==> src/hw/rtl/cmbs_pkg.sv <==
// shared types, constants and checksum helpers for the multiboot rom sender
// used by cmbs_step and console_multiboot_rom_sender_top; no dependencies
package cmbs_pkg;

    localparam int unsigned MAX_IMAGE_BYTES = 262144;
    localparam int unsigned HEADER_BYTES    = 192;

    localparam int unsigned SIZE_W   = 19;
    localparam int unsigned OFFSET_W = 18;
    localparam int unsigned STATUS_W = 3;
    localparam int unsigned CRC_W    = 16;

    localparam logic [SIZE_W-1:0] MIN_SIZE      = 19'd448;
    localparam logic [SIZE_W-1:0] MAX_SIZE      = SIZE_W'(MAX_IMAGE_BYTES);
    localparam logic [SIZE_W-1:0] HEADER_HALVES = SIZE_W'(HEADER_BYTES / 2);
    localparam logic [SIZE_W-1:0] HEADER_END    = SIZE_W'(HEADER_BYTES);
    localparam logic [SIZE_W-1:0] SIZE_BIAS     = 19'h190;

    // link command words
    localparam logic [31:0] CMD_POLL      = 32'h0000_6202;
    localparam logic [15:0] RSP_PRESENT   = 16'h7202;
    localparam logic [31:0] CMD_HDR_START = 32'h0000_6102;
    localparam logic [31:0] CMD_HDR_END   = 32'h0000_6200;
    localparam logic [31:0] CMD_PALETTE   = 32'h0000_63D1;
    localparam logic [7:0]  RSP_KEY_TAG   = 8'h73;
    localparam logic [7:0]  CMD_SEED_HI   = 8'h64;
    localparam logic [31:0] CMD_FINISH    = 32'h0000_0065;
    localparam logic [15:0] RSP_CRC_READY = 16'h0075;
    localparam logic [31:0] CMD_CRC       = 32'h0000_0066;
    localparam logic [31:0] RSP_RUNNING   = 32'h0000_0200;

    localparam logic [15:0] KEY_BASE_HI  = 16'hFFFF;
    localparam logic [7:0]  KEY_BASE_LO  = 8'hD1;
    localparam logic [7:0]  SEED_ADJUST  = 8'h0F;
    localparam logic [31:0] KEY_MULT     = 32'h6F64_6573;
    localparam logic [31:0] POS_BASE     = 32'hFE00_0000;
    localparam logic [31:0] DATA_MASK    = 32'h4320_2F2F;
    localparam logic [15:0] CRC_POLY     = 16'hC37B;
    localparam logic [15:0] CRC_INIT     = 16'hC387;
    localparam logic [15:0] FIN_WORD_HI  = 16'hFFFF;

    typedef enum logic [STATUS_W-1:0] {
        ST_IDLE     = 3'd0,
        ST_BUSY     = 3'd1,
        ST_DONE     = 3'd2,
        ST_RUNNING  = 3'd3,
        ST_HS_FAIL  = 3'd4,
        ST_ECHO_BAD = 3'd5
    } status_t;

    typedef enum logic [13:0] {
        PH_IDLE    = 14'b00_0000_0000_0001,
        PH_POLL    = 14'b00_0000_0000_0010,
        PH_HEADER  = 14'b00_0000_0000_0100,
        PH_ENDHDR  = 14'b00_0000_0000_1000,
        PH_SYNC    = 14'b00_0000_0001_0000,
        PH_KEY1    = 14'b00_0000_0010_0000,
        PH_KEY2    = 14'b00_0000_0100_0000,
        PH_SEEDACK = 14'b00_0000_1000_0000,
        PH_SIZE    = 14'b00_0001_0000_0000,
        PH_DATA    = 14'b00_0010_0000_0000,
        PH_FIN1    = 14'b00_0100_0000_0000,
        PH_POLLCRC = 14'b00_1000_0000_0000,
        PH_CRCCMD  = 14'b01_0000_0000_0000,
        PH_CRCSENT = 14'b10_0000_0000_0000
    } phase_t;

    typedef struct packed {
        phase_t             phase;
        logic [SIZE_W-1:0]  position;
        logic [31:0]        key_seed;
        logic [CRC_W-1:0]   running_crc;
        logic [7:0]         seed_adj;
        logic [7:0]         target_seed;
        logic [SIZE_W-1:0]  padded_size;
        status_t            final_status;
        logic [CRC_W-1:0]   target_crc;
    } cmbs_state_t;

    typedef struct packed {
        logic        op;
        logic [31:0] rx_word;
        logic [31:0] rom_word;
    } cmbs_item_t;

    typedef struct packed {
        logic                send;
        logic [31:0]         tx_word;
        logic [OFFSET_W-1:0] rom_offset;
        status_t             status;
        logic [CRC_W-1:0]    computed_crc;
        logic [CRC_W-1:0]    target_crc;
    } cmbs_result_t;

    // one output bit of the word checksum as a mask over {word, crc}
    typedef logic [CRC_W-1:0][47:0] crc_mat_t;

    // bit-serial reference, evaluated only at elaboration
    function automatic logic [CRC_W-1:0] crc_serial(logic [CRC_W-1:0] c, logic [31:0] w);
        logic [CRC_W-1:0] r;
        logic [31:0]      d;
        r = c;
        d = w;
        for (int b = 0; b < 32; b++)
        begin
            r = (r >> 1) ^ (((r[0] ^ d[0]) == 1'b1) ? CRC_POLY : 16'h0000);
            d = d >> 1;
        end
        return r;
    endfunction

    function automatic crc_mat_t crc_matrix();
        crc_mat_t    m;
        logic [47:0] v;
        logic [15:0] r;
        m = '0;
        for (int j = 0; j < 48; j++)
        begin
            v = 48'd1 << j;
            r = crc_serial(v[15:0], v[47:16]);
            for (int i = 0; i < CRC_W; i++)
            begin
                m[i][j] = r[i];
            end
        end
        return m;
    endfunction

    localparam crc_mat_t CRC_MAT = crc_matrix();

    // parallel form: each bit is an xor over a fixed set of inputs
    function automatic logic [CRC_W-1:0] crc_apply(logic [CRC_W-1:0] c, logic [31:0] w);
        logic [CRC_W-1:0] r;
        logic [47:0]      v;
        v = {w, c};
        for (int i = 0; i < CRC_W; i++)
        begin
            r[i] = ^(CRC_MAT[i] & v);
        end
        return r;
    endfunction

endpackage

==> src/hw/rtl/console_multiboot_rom_sender_top.sv <==
// top level of the multiboot rom sender: input register, session state, result register
// depends on cmbs_pkg and cmbs_step
//
// channel   dir  handshake          contents
// s_*       in   tvalid/tready      one link response or a start command
// m_*       out  tvalid/tready      one word to exchange plus status and checksums
// cfg_*     in   write enable only  image length in bytes
//
// one item is taken every clock unless m_tready stalls the result; its result passes
// through the input register and then the result register around the step logic
// the step logic holds one 32x32 multiply and a parallel xor checksum update
// rst_n clears the session to idle and the image length to its maximum
// a stalled result holds while the input register keeps one more item
module console_multiboot_rom_sender_top #(
    parameter int unsigned MAX_IMAGE_BYTES = cmbs_pkg::MAX_IMAGE_BYTES,
    parameter int unsigned HEADER_BYTES    = cmbs_pkg::HEADER_BYTES
) (
    input  logic        clk,
    input  logic        rst_n,
    input  logic        s_tvalid,
    output logic        s_tready,
    input  logic [63:0] s_tdata,   // rx_word[31:0], rom_word[63:32]
    input  logic        s_tuser,   // op
    output logic        m_tvalid,
    input  logic        m_tready,
    output logic [87:0] m_tdata,   // tx_word[31:0], rom_offset[49:32], status[52:50],
                                   // computed_crc[68:53], target_crc[84:69], zero pad
    output logic        m_tuser,   // send
    input  logic        cfg_we,
    input  logic [18:0] cfg_data   // rom_size
);

    localparam logic [cmbs_pkg::SIZE_W-1:0] SIZE_RESET = MAX_IMAGE_BYTES[cmbs_pkg::SIZE_W-1:0];

    logic                        in_valid_reg;
    cmbs_pkg::cmbs_item_t        item_reg;
    logic                        out_valid_reg;
    cmbs_pkg::cmbs_result_t      res_reg;
    cmbs_pkg::cmbs_result_t      res_next;
    cmbs_pkg::cmbs_state_t       state_reg;
    cmbs_pkg::cmbs_state_t       state_next;
    logic [cmbs_pkg::SIZE_W-1:0] rom_size_reg;
    logic                        advance;
    logic                        s_xfer;

    assign advance  = in_valid_reg && (!out_valid_reg || m_tready);
    assign s_tready = !in_valid_reg || advance;
    assign s_xfer   = s_tvalid && s_tready;

    cmbs_step #(
        .MAX_IMAGE_BYTES (MAX_IMAGE_BYTES),
        .HEADER_BYTES    (HEADER_BYTES)
    ) u_step (
        .state      (state_reg),
        .item       (item_reg),
        .rom_size   (rom_size_reg),
        .state_next (state_next),
        .result     (res_next)
    );

    always_ff @(posedge clk or negedge rst_n)
    begin
        if (!rst_n)
        begin
            in_valid_reg  <= 1'b0;
            out_valid_reg <= 1'b0;
            rom_size_reg  <= SIZE_RESET;
            state_reg     <= '{phase: cmbs_pkg::PH_IDLE, final_status: cmbs_pkg::ST_IDLE,
                               default: '0};
        end
        else
        begin
            if (cfg_we)
            begin
                rom_size_reg <= cfg_data;
            end
            if (s_xfer)
            begin
                in_valid_reg <= 1'b1;
            end
            else if (advance)
            begin
                in_valid_reg <= 1'b0;
            end
            if (advance)
            begin
                out_valid_reg <= 1'b1;
                state_reg     <= state_next;
            end
            else if (m_tready)
            begin
                out_valid_reg <= 1'b0;
            end
        end
    end

    // payload registers
    always_ff @(posedge clk)
    begin
        if (s_xfer)
        begin
            item_reg <= '{op: s_tuser, rx_word: s_tdata[31:0], rom_word: s_tdata[63:32]};
        end
        if (advance)
        begin
            res_reg <= res_next;
        end
    end

    assign m_tvalid = out_valid_reg;
    assign m_tuser  = res_reg.send;
    assign m_tdata  = {3'd0, res_reg.target_crc, res_reg.computed_crc, res_reg.status,
                       res_reg.rom_offset, res_reg.tx_word};

endmodule

==> src/hw/rtl/cmbs_step.sv <==
// next-state and result logic for one link exchange of the rom sender
// depends on cmbs_pkg (state, item and result types, checksum function)
module cmbs_step #(
    parameter int unsigned MAX_IMAGE_BYTES = cmbs_pkg::MAX_IMAGE_BYTES,
    parameter int unsigned HEADER_BYTES    = cmbs_pkg::HEADER_BYTES
) (
    input  cmbs_pkg::cmbs_state_t          state,
    input  cmbs_pkg::cmbs_item_t           item,
    input  logic [cmbs_pkg::SIZE_W-1:0]    rom_size,
    output cmbs_pkg::cmbs_state_t          state_next,
    output cmbs_pkg::cmbs_result_t         result
);

    localparam int unsigned                HALVES_INT    = HEADER_BYTES / 2;
    localparam logic [cmbs_pkg::SIZE_W-1:0] MAX_SIZE      =
        MAX_IMAGE_BYTES[cmbs_pkg::SIZE_W-1:0];
    localparam logic [cmbs_pkg::SIZE_W-1:0] HEADER_HALVES = HALVES_INT[cmbs_pkg::SIZE_W-1:0];
    localparam logic [cmbs_pkg::SIZE_W-1:0] HEADER_END    = HEADER_BYTES[cmbs_pkg::SIZE_W-1:0];

    logic [cmbs_pkg::SIZE_W-1:0]   size_clamped;
    logic [cmbs_pkg::SIZE_W-1:0]   size_rounded;
    logic [cmbs_pkg::SIZE_W-1:0]   size_final;
    logic [cmbs_pkg::SIZE_W-1:0]   pos_inc;
    logic [cmbs_pkg::SIZE_W-1:0]   pos_plus4;
    logic [cmbs_pkg::SIZE_W-1:0]   pos_data;
    logic [cmbs_pkg::SIZE_W-1:0]   pos_data_plus4;
    logic [cmbs_pkg::SIZE_W-1:0]   size_diff;
    logic [31:0]                   key_mult;
    logic [31:0]                   data_tx;
    logic [cmbs_pkg::OFFSET_W-1:0] data_off;
    logic [cmbs_pkg::CRC_W-1:0]    crc_c;
    logic [31:0]                   crc_w;
    logic [cmbs_pkg::CRC_W-1:0]    crc_out;
    logic                          send;
    logic [31:0]                   tx;
    logic [cmbs_pkg::OFFSET_W-1:0] off;
    cmbs_pkg::status_t             st;

    // image size, clamped and rounded up to 16 (down by 16 if that passes the maximum)
    always_comb
    begin
        size_clamped = rom_size;
        if (rom_size < cmbs_pkg::MIN_SIZE)
        begin
            size_clamped = cmbs_pkg::MIN_SIZE;
        end
        else if (rom_size > MAX_SIZE)
        begin
            size_clamped = MAX_SIZE;
        end
        size_rounded = (size_clamped + 19'd15) & ~19'd15;
        size_final   = (size_rounded > MAX_SIZE) ? size_rounded - 19'd16
                                                 : size_rounded;
    end

    assign pos_inc   = state.position + 19'd1;
    assign pos_plus4 = state.position + 19'd4;
    assign size_diff = state.padded_size - cmbs_pkg::SIZE_BIAS;

    // encrypted data word: first word at the header end, then each next word
    assign pos_data       = state.phase == cmbs_pkg::PH_SIZE ? HEADER_END
                                                             : pos_plus4;
    assign pos_data_plus4 = pos_data + 19'd4;
    assign key_mult       = state.key_seed * cmbs_pkg::KEY_MULT + 32'd1;
    assign data_tx        = key_mult ^ item.rom_word
                          ^ (cmbs_pkg::POS_BASE - {13'd0, pos_data}) ^ cmbs_pkg::DATA_MASK;
    assign data_off       = (pos_data_plus4 < state.padded_size) ? pos_data_plus4[17:0]
                                                                 : 18'd0;

    // shared checksum unit: data words, or the closing seed word
    always_comb
    begin
        if (state.phase == cmbs_pkg::PH_SIZE)
        begin
            crc_c = cmbs_pkg::CRC_INIT;
            crc_w = item.rom_word;
        end
        else if (state.phase == cmbs_pkg::PH_DATA && !(pos_plus4 < state.padded_size))
        begin
            crc_c = state.running_crc;
            crc_w = {cmbs_pkg::FIN_WORD_HI, state.target_seed, state.seed_adj};
        end
        else
        begin
            crc_c = state.running_crc;
            crc_w = item.rom_word;
        end
    end

    assign crc_out = cmbs_pkg::crc_apply(crc_c, crc_w);

    always_comb
    begin
        state_next = state;
        send       = 1'b1;
        tx         = 32'd0;
        off        = 18'd0;
        if (item.op == 1'b0)
        begin
            state_next.padded_size  = size_final;
            state_next.position     = '0;
            state_next.key_seed     = '0;
            state_next.running_crc  = '0;
            state_next.seed_adj     = '0;
            state_next.target_seed  = '0;
            state_next.target_crc   = '0;
            state_next.final_status = cmbs_pkg::ST_IDLE;
            state_next.phase        = cmbs_pkg::PH_POLL;
            tx                      = cmbs_pkg::CMD_POLL;
        end
        else
        begin
            case (state.phase)
                cmbs_pkg::PH_POLL:
                begin
                    if (item.rx_word == cmbs_pkg::RSP_RUNNING)
                    begin
                        state_next.phase        = cmbs_pkg::PH_IDLE;
                        state_next.final_status = cmbs_pkg::ST_RUNNING;
                        send                    = 1'b0;
                    end
                    else if (item.rx_word[31:16] == cmbs_pkg::RSP_PRESENT)
                    begin
                        state_next.phase    = cmbs_pkg::PH_HEADER;
                        state_next.position = '0;
                        tx                  = cmbs_pkg::CMD_HDR_START;
                    end
                    else
                    begin
                        tx = cmbs_pkg::CMD_POLL;
                    end
                end
                cmbs_pkg::PH_HEADER:
                begin
                    if (state.position < HEADER_HALVES)
                    begin
                        tx = state.position[0] ? {16'd0, item.rom_word[31:16]}
                                               : {16'd0, item.rom_word[15:0]};
                        state_next.position = pos_inc;
                        if (pos_inc < HEADER_HALVES)
                        begin
                            off = {pos_inc[16:0], 1'b0} & ~18'd3;
                        end
                    end
                    else
                    begin
                        tx               = cmbs_pkg::CMD_HDR_END;
                        state_next.phase = cmbs_pkg::PH_ENDHDR;
                    end
                end
                cmbs_pkg::PH_ENDHDR:
                begin
                    tx               = cmbs_pkg::CMD_POLL;
                    state_next.phase = cmbs_pkg::PH_SYNC;
                end
                cmbs_pkg::PH_SYNC:
                begin
                    tx               = cmbs_pkg::CMD_PALETTE;
                    state_next.phase = cmbs_pkg::PH_KEY1;
                end
                cmbs_pkg::PH_KEY1:
                begin
                    tx               = cmbs_pkg::CMD_PALETTE;
                    state_next.phase = cmbs_pkg::PH_KEY2;
                end
                cmbs_pkg::PH_KEY2:
                begin
                    if (item.rx_word[31:24] != cmbs_pkg::RSP_KEY_TAG)
                    begin
                        state_next.phase        = cmbs_pkg::PH_IDLE;
                        state_next.final_status = cmbs_pkg::ST_HS_FAIL;
                        send                    = 1'b0;
                    end
                    else
                    begin
                        state_next.key_seed = {cmbs_pkg::KEY_BASE_HI, item.rx_word[23:16],
                                               cmbs_pkg::KEY_BASE_LO};
                        state_next.seed_adj = item.rx_word[23:16] + cmbs_pkg::SEED_ADJUST;
                        tx = {16'd0, cmbs_pkg::CMD_SEED_HI,
                              item.rx_word[23:16] + cmbs_pkg::SEED_ADJUST};
                        state_next.phase = cmbs_pkg::PH_SEEDACK;
                    end
                end
                cmbs_pkg::PH_SEEDACK:
                begin
                    tx               = {15'd0, size_diff[18:2]};
                    off              = HEADER_END[17:0];
                    state_next.phase = cmbs_pkg::PH_SIZE;
                end
                cmbs_pkg::PH_SIZE:
                begin
                    state_next.target_seed = item.rx_word[23:16];
                    state_next.running_crc = crc_out;
                    state_next.position    = HEADER_END;
                    state_next.key_seed    = key_mult;
                    tx                     = data_tx;
                    off                    = data_off;
                    state_next.phase       = cmbs_pkg::PH_DATA;
                end
                cmbs_pkg::PH_DATA:
                begin
                    if (item.rx_word[31:16] != state.position[15:0])
                    begin
                        state_next.phase        = cmbs_pkg::PH_IDLE;
                        state_next.final_status = cmbs_pkg::ST_ECHO_BAD;
                        send                    = 1'b0;
                    end
                    else if (pos_plus4 < state.padded_size)
                    begin
                        state_next.position    = pos_plus4;
                        state_next.running_crc = crc_out;
                        state_next.key_seed    = key_mult;
                        tx                     = data_tx;
                        off                    = data_off;
                    end
                    else
                    begin
                        state_next.running_crc = crc_out;
                        tx                     = cmbs_pkg::CMD_FINISH;
                        state_next.phase       = cmbs_pkg::PH_FIN1;
                    end
                end
                cmbs_pkg::PH_FIN1:
                begin
                    tx               = cmbs_pkg::CMD_FINISH;
                    state_next.phase = cmbs_pkg::PH_POLLCRC;
                end
                cmbs_pkg::PH_POLLCRC:
                begin
                    if (item.rx_word[31:16] == cmbs_pkg::RSP_CRC_READY)
                    begin
                        tx               = cmbs_pkg::CMD_CRC;
                        state_next.phase = cmbs_pkg::PH_CRCCMD;
                    end
                    else
                    begin
                        tx = cmbs_pkg::CMD_FINISH;
                    end
                end
                cmbs_pkg::PH_CRCCMD:
                begin
                    tx               = {16'd0, state.running_crc};
                    state_next.phase = cmbs_pkg::PH_CRCSENT;
                end
                cmbs_pkg::PH_CRCSENT:
                begin
                    state_next.target_crc   = item.rx_word[31:16];
                    state_next.phase        = cmbs_pkg::PH_IDLE;
                    state_next.final_status = cmbs_pkg::ST_DONE;
                    send                    = 1'b0;
                end
                default:
                begin
                    send = 1'b0;
                end
            endcase
        end
    end

    assign st = (state_next.phase == cmbs_pkg::PH_IDLE) ? state_next.final_status
                                                        : cmbs_pkg::ST_BUSY;

    always_comb
    begin
        result.send         = send;
        result.tx_word      = send ? tx : 32'd0;
        result.rom_offset   = send ? off : 18'd0;
        result.status       = st;
        result.computed_crc = (st == cmbs_pkg::ST_DONE) ? state_next.running_crc : 16'd0;
        result.target_crc   = (st == cmbs_pkg::ST_DONE) ? state_next.target_crc : 16'd0;
    end

endmodule
==> config.mk <==
export PLATFORM = sky130hd
export DESIGN_NAME = console_multiboot_rom_sender_top
export DESIGN_NICKNAME = d
export VERILOG_FILES = /design/src/hw/rtl/cmbs_pkg.sv /design/src/hw/rtl/console_multiboot_rom_sender_top.sv /design/src/hw/rtl/cmbs_step.sv
export SDC_FILE = /design/constraint.sdc
export NUM_CORES = 2
export LEC_CHECK = 0
export BUFFER_PORTS_ARGS = -buffer_cell sky130_fd_sc_hd__buf_2
export CORE_MARGIN = 10
export CORE_UTILIZATION = 40
export CTS_CLUSTER_DIAMETER = 150
export DETAILED_ROUTE_END_ITERATION = 8
export PLACE_DENSITY = 0.57
export SYNTH_ARGS = -nofsm -noshare
export SYNTH_HDL_FRONTEND = slang
export SYNTH_SLANG_ARGS = --single-unit
export TNS_END_PERCENT = 5
==> constraint.sdc <==
create_clock -name clk -period 14.49 [get_ports clk]
set_input_delay 1.449 -clock clk [delete_from_list [all_inputs] [get_ports clk]]
set_output_delay 1.449 -clock clk [all_outputs]
set_load 0.05 [all_outputs]
[Yosys cells after proc, flatten, opt, wreduce, memory -nomap -nowiden]
Cells that the tools add are included.
Cells by class
  multiplexer cells: 59
  add/sub/neg operators: 9
  reductions and logical operators: 34
  eq/ne operators: 31
  bitwise logic cells: 4
  $mul: 1
  order comparisons: 7
Operator list (number)
  parity 48 bit: 16
  case mux 32 bit (11 select lines): 1
  two-way mux 32 bit: 6
  case mux 14 bit (13 select lines): 1
  two-way mux 19 bit: 7
  two-way mux 97 bit: 1
  case mux 32 bit (3 select lines): 1
  two-way mux 18 bit: 5
  case mux 19 bit (4 select lines): 1
  case mux 18 bit (4 select lines): 1
  two-way mux 14 bit: 5
  two-way mux 67 bit: 1
  XOR 32 bit: 2
  two-way mux 51 bit: 1
  two-way mux 16 bit: 3
  two-way mux 15 bit: 3
  adder 19 x 3 -> 19 bit, second input constant: 2
  greater-than comparator 19 bit, second input constant: 2
  < comparator 19 bit: 2
  < comparator 19 x 7 -> 1 bit, second input constant: 2
  two-way mux 33 bit: 1
  adder 32 x 1 -> 32 bit, second input constant: 1
  == test 32 x 10 -> 1 bit, second input constant: 1
  multiplier 32 x 31 -> 32 bit, second input constant: 1
  other kinds (52): 78
Storage, ports and cells
  bits of input ports: 89
  flip-flop bits (word level): 307

[Longest topological paths before layout]
  word-level depth: 13
  mapped depth: 29
  depth with buffers taken out: 28

[Cells and area by module]
A second synthesis with hierarchy kept.
Second synthesis, totals
  cell total of the unflattened synthesis: 3239
  area, all modules: 30830.8 um^2
Modules (own cells, without submodules)
  cmbs_step: area each 20320.7 um^2, cells an instance 2751, times used 1
  console_multiboot_rom_sender_top: area each 10510.1 um^2, cells an instance 488, times used 1

[Least setup slack after synthesis]
Ideal clock, no wire load.
  path kind: reg2reg
  from: reg state_reg[83] (netlist bit)
  to: reg res_reg (netlist bit m_tdata[30]) (data pin)
  arrival: 6.999 ns
  stages on the path, launching flop included: 29
  clock period less this slack: 7.149 ns
  buffers on the path: 1
  setup slack: 7.341 ns
  cell sequence: dfrtp_1 -> inv_1 -> fa_1 -> inv_1 -> ha_1 -> fa_1 -> inv_1 -> fa_1 -> inv_1 -> fa_1 -> inv_1 -> fa_1 -> inv_1 -> fa_1 -> inv_1 -> fa_1 -> inv_1 -> ha_1 -> clkbuf_1 -> a21o_1 -> a21oi_1 -> nor2_1 -> a2111oi_0 -> o31ai_1 -> a221oi_1 -> a31oi_1 -> xnor2_1 -> or2_2 -> a21oi_1
On the way
  longest elaborated chain between the ends: 8
RTL lines
  from (decl): line console_multiboot_rom_sender_top.sv:40  | cmbs_pkg::cmbs_state_t state_reg;
  from (signal assigned): line console_multiboot_rom_sender_top.sv:68  | state_reg <= '{phase: cmbs_pkg::PH_IDLE, final_status: cmbs_pkg::ST_IDLE,
  from (signal assigned): line console_multiboot_rom_sender_top.sv:88  | state_reg <= state_next;
  multiplier 32 x 31 -> 32 bit *: line cmbs_step.sv:64  | assign key_mult = state.key_seed * cmbs_pkg::KEY_MULT + 32'd1;
  adder 32 x 1 -> 32 bit *: line cmbs_step.sv:64
  XOR 32 bit *: line cmbs_step.sv:65  | assign data_tx = key_mult ^ item.rom_word
  XOR 32 bit *: line cmbs_step.sv:66  | ^ (cmbs_pkg::POS_BASE - {13'd0, pos_data}) ^ cmbs_pkg::DATA_MASK;
  NOT 14 bit (no line) *
  two-way mux 32 bit: line cmbs_step.sv:208  | else if (pos_plus4 < state.padded_size)
  two-way mux 32 bit: line cmbs_step.sv:202  | if (item.rx_word[31:16] != state.position[15:0])
  case mux 32 bit (11 select lines) *: line cmbs_step.sv:113  | case (state.phase)
  to (signal assigned): line console_multiboot_rom_sender_top.sv:106  | res_reg <= res_next;
  to (decl): line console_multiboot_rom_sender_top.sv:38  | cmbs_pkg::cmbs_result_t res_reg;
Mark *: on every way between the ends. The rest lies on a longest branch, timed or not.
A chain may end at the register's enable or synchronous reset.

[Worst setup path in the final report]
  from: reg state_reg[78] (netlist bit)
  to: reg res_reg (netlist bit m_tdata[30]) (data pin)
The elaborated chain is that of the path after synthesis.

==> impl_metrics.yaml <==
outcome:
  outcome: "finished, final reports clean"
worst_setup_path:
  cp-start-kind: "flop"
  worstPathRequired_ns: 14.87
  critPathMaxFanout: 8
  crit_path_end_kind: "flop"
  crit_type: "reg -> reg"
  crit_arrival_ns: 8.07
route:
  routed-via-count: 22400
  via_per_inst: 5.38
  drt_iter0_drc: 2219
  postRouteAntennaNets: 0
  firstDrtPassIters: 7
  drt-wirelength-per-cell_um: 23.2
  drc: 0
  wl_um: 96500
synth:
  yosysUniqueCellTypes: 89
  synth_top_cell_by_area: "edfxtp_1"
  yosys_warnings: 0
  yosysSeqAreaShare_pct: 29.1
  synth_top_cell_area_share_pct: 15.8
  synth-edff-count: 151
  ys.flop_type: "edfxtp_1"
  syn_area_um2: 28600
  syn_area_per_cell_um2: 9.27
  synthCells: 3090
  synth.area.top_cells: "edfxtp_1, fa_1, dfrtp_1"
  async_reset_ff_share_pct: 50.2
  ys_ff_latch: 303
timing:
  fmax_mhz: 130
  relSlewSlack_pct: 15.7
  setup_viol: 0
  report.final.slew_viol_count: 0
  fin_tns_setup_ns: 0
  clock_skew_ns: 0.0146
  setup_slack_ns: 6.80
  hold_viol: 0
  rsz0062_at_grt: "no"
  worstMarginPinSlew_ns: 1.26
  layout_min_cycle_time_ns: 7.69
  period_share_pct: 53.1
pwr:
  p_leak_nw: 14.7
  pwr-share-comb_pct: 24.4
  p_sw_uw: 929
  ir_drop_mv: 0.103
  p_seq_share_pct: 38.3
  power.density_nw_per_um2: 86.6
  sw_frac_of_total_pct: 33.9
  p_clk_share_pct: 37.4
  p_int_mw: 1.81
floorplanning:
  io_pins: 180
  initial_core_util_pct: 40.2
  dieArea_um2: 82700
  rows: 98
  core_area_um2: 71200
  fp.dieW_um: 288
  die_y_um: 288
grt:
  grt_max_degree: 83
  antenna_found_initial: 3
  grt_overflow: 0
  grt_pass1_vias: 22500
  grt_util_all_layers_pct: 23.1
  grt_pass1_wl_um: 145000
layout:
  nNetsFinal: 3694
  diodes: 0
  fin_util_pct: 44.4
  largest_reg_flops: 131
  drive_above_1_share_pct: 10.3
  nFillCells: 6952
  area_growth_pct: 10.3
cts:
  cts_repair_resize_count: 0
  cts_num_sinks: 303
  clk_pin_slew_worst_paths_ns: 0.07
  postCtsSetupBuffers: 0
  cts_hold_buffers: 0
  cts-root-buf: "clkbuf_16"
  cts_made_buffers: 38
  clock_path_buffers: 3
  ctsHtreeMaxLevel: 2
  cts_tree: "built"
  clk_latency_ns: 0.57
place:
  pre_cts_ws_ns: 6.88
  portBuffers: 176
  post-dp-hpwl_um: 75900
  gp_congestion: 0.956
run:
  max-cap-violations: 0
hold_path:
  hold_class: "reg -> reg"
==> cell usage after synthesis (6+ instances only) <==
cell	number
a21o_1	26
a31oi_1	14
o211ai_1	8
fa_1	190
and2_1	9
a21boi_0	18
nor4_1	30
nor2b_1	10
edfxtp_1	151
nor2_1	179
dfrtp_1	150
o221ai_1	11
o21ai_0	156
or4_1	11
clkbuf_1	130
inv_1	487
and3_1	20
mux2i_1	31
buf_1	8
buf_2	10
nor3_1	51
nand4_1	14
or3_1	14
a22oi_1	22
a211oi_1	13
o31ai_1	18
o22ai_1	10
xnor2_1	313
a221oi_1	6
nand2_1	264
xor2_1	124
o21a_1	6
a21oi_1	143
or2_2	7
nand2b_1	20
a21oi_2	6
nand3_1	53
ha_1	239
mux2_2	19
==> metrics by stage <==
stage                     power [mW]  cell area [µm²]  hold WS (ns)  instances
after floorplan                 1.50            28700         0.441       3092
after global placement          1.72            30300         0.453       4086
after detailed placement        1.72            30300         0.465       4086
after CTS                       2.75            31600         0.478       4155
after global routing            2.85            31600         0.493       4155
final                           2.74            31600         0.473       4155
==> worst paths after layout <==
path	from	endpoint	slack, ns	depth (start not counted)
min in group asynchronous	rst_n	state_reg[42]	0.92	1
max reg2reg	state_reg[78]	m_tdata[30]	6.80	26
min reg2reg	state_reg[18]	state_reg[18]	0.47	2
min	state_reg[18]	state_reg[18]	0.47	2
max	state_reg[78]	m_tdata[30]	6.80	26
max in group asynchronous	rst_n	state_reg[117]	11.94	2
==> final cells by class <==
| class | count | area (µm²) | share of cell area, % |
|---|---|---|---|
| tap | 950 | 1190 | 3.76 |
| clock buffer | 42 | 986 | 3.12 |
| timing repair buffer | 200 | 1070 | 3.38 |
| inverter | 487 | 1830 | 5.79 |
| sequential | 303 | 8340 | 26.4 |
| multi-input combinational | 2146 | 17900 | 56.5 |
| clock inverter | 27 | 328 | 1.04 |
==> cells in the final DEF, fill, tap and decap left out, types with 14 or more instances in the layout <==
cell type / n
nand2_1: 263
and3_1: 20
nor2_1: 178
fa_1: 190
nand3_1: 53
a22oi_1: 22
dfrtp_1: 150
a31oi_1: 14
o21ai_0: 156
clkbuf_16: 38
inv_1: 486
or3_1: 14
edfxtp_1: 151
xor2_1: 124
xnor2_1: 313
nand2b_1: 20
nor4_1: 29
nor3_1: 51
buf_2: 175
o31ai_1: 18
a21boi_0: 18
nand4_1: 14
ha_1: 239
buf_4: 24
mux2i_1: 31
a21o_1: 26
a21oi_1: 143
mux2_2: 19
==> cell families (layout without fill, tap and decap cells) <==
logic type	count (synthesis)	in the layout	share of synthesized area, %
and+or+nand+nor	711	711	11.6
buffers and inverters	643	756	8.64
AOI/OAI and AO/OA	505	505	11.0
xor gates and xnor gates	448	448	14.1
adders and majority gates	429	429	23.7
DFF	303	303	29.1
muxes	50	50	1.83
other	1	3	0.0131
==> routing by layer <==
layer | wire, µm | global-route usage [%] | vias to the layer above
met2 | 43400 | 36.0 | 990
met1 | 41700 | 31.7 | 10800
met4 | 3250 | 7.33 | 6
met5 | 114 | 0.773 | -
met3 | 8110 | 4.54 | 171
li1 | - | - | 10400
==> power groups by stage <==
stage                     clock network (mW)  logic [mW]  registers [mW]
after global routing                    1.08       0.714            1.05
after floorplan                            0       0.414            1.09
after global placement                     0       0.658            1.06
after CTS                               1.04       0.662            1.05
final                                   1.02       0.667            1.05
after detailed placement                   0       0.658            1.06
==> worst max-delay path: stages, from the launching register on <==
cell and delay [ns]:
dfrtp_1 0.53, inv_1 0.18, fa_1 0.53, inv_1 0.04, ha_1 0.29, fa_1 0.53
inv_1 0.05, fa_1 0.53, inv_1 0.04, ha_1 0.30, ha_1 0.32, fa_1 0.54
inv_1 0.05, fa_1 0.53, inv_1 0.04, ha_1 0.35, a21o_1 0.19, a21o_1 0.18
a21oi_1 0.29, a21oi_1 0.12, a2111oi_0 0.41, o31ai_1 0.24, a221oi_1 0.44, a31oi_1 0.17
xnor2_1 0.17, or2_2 0.29, a21oi_1 0.15
(Power assumes the default switching activity.)
